### src/rtl/lcdt_pkg.sv
// ----------------------------------------------------------------------------
// lcdt_pkg
// Shared constants and controller/datapath interface types for the LFSR
// counter decode table.
// ----------------------------------------------------------------------------
package lcdt_pkg;

    localparam int DEF_STATE_BITS   = 15;
    localparam int DEF_FEEDBACK_TAP = 13;

    localparam int RAW_W     = 15;
    localparam int COUNT_W   = 16;
    localparam int CFG_IDX_W = 8;
    localparam int CFG_W     = 15;

    localparam logic [CFG_IDX_W-1:0] CFG_ZERO_STATE = 8'd0;
    localparam logic [CFG_IDX_W-1:0] CFG_DATA_INV   = 8'd1;

    localparam logic FUNC_BUILD  = 1'b0;
    localparam logic FUNC_LOOKUP = 1'b1;

    typedef struct packed {
        logic build_start;
        logic fill_en;
        logic walk_en;
        logic look_en;
        logic load_look;
        logic load_build;
    } lcdt_cmd_t;

    typedef struct packed {
        logic fill_last;
        logic walk_last;
    } lcdt_status_t;

endpackage

### src/rtl/lcdt_ctrl.sv
// ----------------------------------------------------------------------------
// lcdt_ctrl
// Controller: build sequencing, lookup pending flag and result handshake.
// ----------------------------------------------------------------------------
module lcdt_ctrl
    import lcdt_pkg::*;
(
    input  logic         aclk,
    input  logic         aresetn,
    input  logic         s_valid,
    output logic         s_ready,
    input  logic         s_func,
    output logic         m_valid,
    input  logic         m_ready,
    output lcdt_cmd_t    cmd,
    input  lcdt_status_t status
);

    localparam logic [1:0] ST_IDLE = 2'd0;
    localparam logic [1:0] ST_FILL = 2'd1;
    localparam logic [1:0] ST_WALK = 2'd2;
    localparam logic [1:0] ST_DONE = 2'd3;

    logic [1:0] state_reg, state_next;
    logic       pend_reg, pend_next;
    logic       out_valid_reg, out_valid_next;
    logic       out_free;
    logic       accept;

    assign out_free = !out_valid_reg || m_ready;
    assign s_ready  = (state_reg == ST_IDLE) && !(pend_reg && !out_free);
    assign accept   = s_valid && s_ready;
    assign m_valid  = out_valid_reg;

    always_comb begin
        state_next      = state_reg;
        cmd             = '0;
        cmd.look_en     = accept && (s_func == FUNC_LOOKUP);
        cmd.load_look   = pend_reg && out_free;
        case (state_reg)
            ST_IDLE: begin
                if (accept && (s_func == FUNC_BUILD)) begin
                    cmd.build_start = 1'b1;
                    state_next      = ST_FILL;
                end
            end
            ST_FILL: begin
                cmd.fill_en = 1'b1;
                if (status.fill_last) begin
                    state_next = ST_WALK;
                end
            end
            ST_WALK: begin
                cmd.walk_en = 1'b1;
                if (status.walk_last) begin
                    state_next = ST_DONE;
                end
            end
            ST_DONE: begin
                if (!pend_reg && out_free) begin
                    cmd.load_build = 1'b1;
                    state_next     = ST_IDLE;
                end
            end
            default: begin
                state_next = ST_IDLE;
            end
        endcase
    end

    always_comb begin
        pend_next = pend_reg;
        if (cmd.look_en) begin
            pend_next = 1'b1;
        end else if (cmd.load_look) begin
            pend_next = 1'b0;
        end
        out_valid_next = out_valid_reg;
        if (cmd.load_look || cmd.load_build) begin
            out_valid_next = 1'b1;
        end else if (m_ready) begin
            out_valid_next = 1'b0;
        end
    end

    always_ff @(posedge aclk) begin
        if (!aresetn) begin
            state_reg     <= ST_IDLE;
            pend_reg      <= 1'b0;
            out_valid_reg <= 1'b0;
        end else begin
            state_reg     <= state_next;
            pend_reg      <= pend_next;
            out_valid_reg <= out_valid_next;
        end
    end

endmodule

### config.mk
export PLATFORM = sky130hd
export DESIGN_NAME = lcdt_ctrl
export DESIGN_NICKNAME = d
export VERILOG_FILES = /design/src/rtl/lcdt_pkg.sv /design/src/rtl/lcdt_ctrl.sv
export SDC_FILE = /design/constraint.sdc
export NUM_CORES = 1
export LEC_CHECK = 0
export ABC_AREA = 1
export BUFFER_PORTS_ARGS = -buffer_cell sky130_fd_sc_hd__buf_2
export CAP_MARGIN = 20
export CORE_AREA = 2 2 39 41
export CTS_CLUSTER_SIZE = 24
export DETAILED_ROUTE_END_ITERATION = 7
export DIE_AREA = 0 0 41 43
export PLACE_DENSITY = 0.54
export RECOVER_POWER = 25
export REMOVE_ABC_BUFFERS = 1
export SYNTH_ARGS = -nofsm -noshare
export SYNTH_HDL_FRONTEND = slang
export SYNTH_SLANG_ARGS = --single-unit
### constraint.sdc
create_clock -name aclk -period 1.3 [get_ports aclk]
set_input_delay 0 -clock aclk [delete_from_list [all_inputs] [get_ports aclk]]
set_output_delay 0 -clock aclk [all_outputs]
set_load 0.02 [all_outputs]
==> flow_summary.ini <==
[status]
outcome = finished clean

[layout]
antenna_cells = 0
final_layout_size_suffix_gt1_frac = 0.516
largest_reg_flops = 2
fin_util = 0.360
layout.cells.most_common_list = 11 x buf_2, 10 x inv_1, 4 x nand2_1, 4 x nor2_1
layout_commonest_cell = buf_2
syn_to_final_growth_pct = 52.5
stdcell_count = 80
fin_nets = 78

[grt]
antenna_found_initial = 0
busiest_layer = met2
grt_max_degree = 5
grtUsageMet1 = 0.0737
grt_pass1_vias = 314
grt_pass1_wl_um = 1060
use_met3 = 0.0628
grt_util_all_layers = 0.0923
grt_use_met2 = 0.159
globalRouteOverflowTotal = 0

[logic_synthesis]
synth_top_cell_by_area = dfxtp_1
yosysSeqAreaShare = 0.245
ys_ff_latch = 4
synth_cells = 46
ys_types = 15
synthTopCellsByArea = dfxtp_1 25%, ha_1 19%, inv_1 14%
synth_top_area_frac = 0.245
ys_warn_count = 0
syn_area_per_cell_um2 = 7.10
syn_area_um2 = 327

[timing]
tightest_slew_ns = 0.250
final-setup-viol-count = 0
slew_headroom = 0.834
setup_slack_ns = 0.0798
hold_viol = 0
final.min_clock_period_ns = 1.22
slew_violations = 0
finalClockSkew_ns = 0.00193
min_period_over_period = 0.939
fmax_mhz = 820

[cts]
cts.sinks = 4
cts.reportedPaths.clkPinSlew_ns = 0.04
cts_tree = yes
clockRootBuffer = clkbuf_4
clk_latency_ns = 0.23
clockBufferDepth = 2
cts_hold_buf = 0
cts_max_level = 1
cts_setup_buffers = 0
cts_made_buffers = 3

[placement]
gp_congestion = 0.783
place_inst = 77
pre_cts_slack_ns = -0.0201
hpwl_um = 549
io_buffers = 14

[power]
pwr-share-comb = 0.600
p_sw_w = 0.000407
internal_power_w = 0.000500
power.total_w = 0.000907
power_density_nw_per_um2 = 1820
vdd_drop_max_mv = 0.503
sw_frac_of_total = 0.449
pwr-share-seq = 0.234
clkPwrFrac = 0.166
leakagePower_nw = 0.266

[min_path]
hold_path_class = input port to register

[route]
initialDrtViolationCount = 4
vias = 330
vias_per_cell = 4.13
remaining_drc_errors = 0
first_pass_iters = 2
totalWireLength_um = 655
post_drt_wl_per_cell_um = 8.19
postRouteAntennaNets = 0

[job]
drv_cap = 0

[worst_setup_path]
cp_max_fo = 3
max_stage_delay_ns = 0.36
crit_arrival_ns = 1.22
worst_path_dominant_cell_family = flip-flops
worstPathCellList = buf_4 -> ha_2 -> inv_1 -> nor2_1 -> buf_2
cp-start-kind = register
crit_buf_inv = 3
end_kind = output port
cp_slowest_cell = dfxtp_4
path_class = register to output port
worstPathRequired_ns = 1.30

[die]
ios = 15
coreArea_um2 = 1380
rows = 14
dieArea_um2 = 1760
start_util = 0.236
die-height_um = 43
die_width_um = 41
## routing by layer
layer	up-vias	share of wire
met5	-	0
met4	0	0
met3	0	0.084
met2	13	0.50
met1	142	0.41
li1	175	-
## what timing repair did
action / in CTS / in global routing
gates resized for setup: 3 / 14
pin swaps: 0 / 3
hold endpoints to repair: 0 / 0
endpoints found under the setup margin: 3 / 4
## per-stage QoR
stage | area [um^2] | TNS [ns] | hold slack (ns)
floorplan | 319 | -0.0219 | 0.121
global placement | 424 | -0.0113 | 0.269
detailed placement | 424 | -0.0296 | 0.269
CTS | 452 | 0 | 0.0144
global route | 498 | -0.000174 | 0.0255
finish | 498 | 0 | 0.0137
## worst reg2reg max path, delay by kind of cell, from the launching register on
kind	cells	cell delay (ns)
simple gates	4	0.25
compound gates	2	0.26
flops	1	0.36
buf+inv	1	0.06
fa+ha+maj	1	0.17
## logic make-up (layout without fill, tap and decap cells)
logic type,count (synthesis),after routing,share of synthesized area
AND/OR/NAND/NOR,16,16,0.264
buffers and inverters,14,32,0.172
AO/OA/AOI/OAI,7,7,0.126
adder cells (fa/ha/maj),5,5,0.192
flip-flops,4,4,0.245
## worst paths after layout
check               start            to  slack [ns]  cells after the start
max          state_reg[1]        cmd[0]        0.08                      5
min reg2reg      pend_reg      pend_reg        0.53                      2
max reg2reg  state_reg[1]  state_reg[0]        0.09                      8
min               aresetn  state_reg[0]        0.01                      3
## Yosys cell counts, drive strengths merged
| cell | count |
|---|---|
| inv | 13 |
| nand2 | 7 |
| ha | 5 |
| a21oi | 4 |
| dfxtp | 4 |
| nand3 | 4 |
| nor2 | 4 |
| o21ai | 2 |
| a21boi | 1 |
| buf | 1 |
| nand4 | 1 |
## cell type report
type	count	area, um^2
clock buffers	3	22.5
fillers	161	886
inverters	13	51.3
multi-input cells	28	231
flip-flops and latches	4	87.6
well taps	16	20.0
repair buffers	16	85.1
## power groups by stage
stage / registers, W / logic (W) / clock network (W)
finish: 0.000213 / 0.000544 / 0.000150
global placement: 0.000188 / 0.000480 / 0
detailed placement: 0.000188 / 0.000479 / 0
CTS: 0.000192 / 0.000486 / 0.000161
floorplan: 0.000192 / 0.000334 / 0
global route: 0.000218 / 0.000614 / 0.000171
No activity file was read; power rests on OpenSTA's default activity.
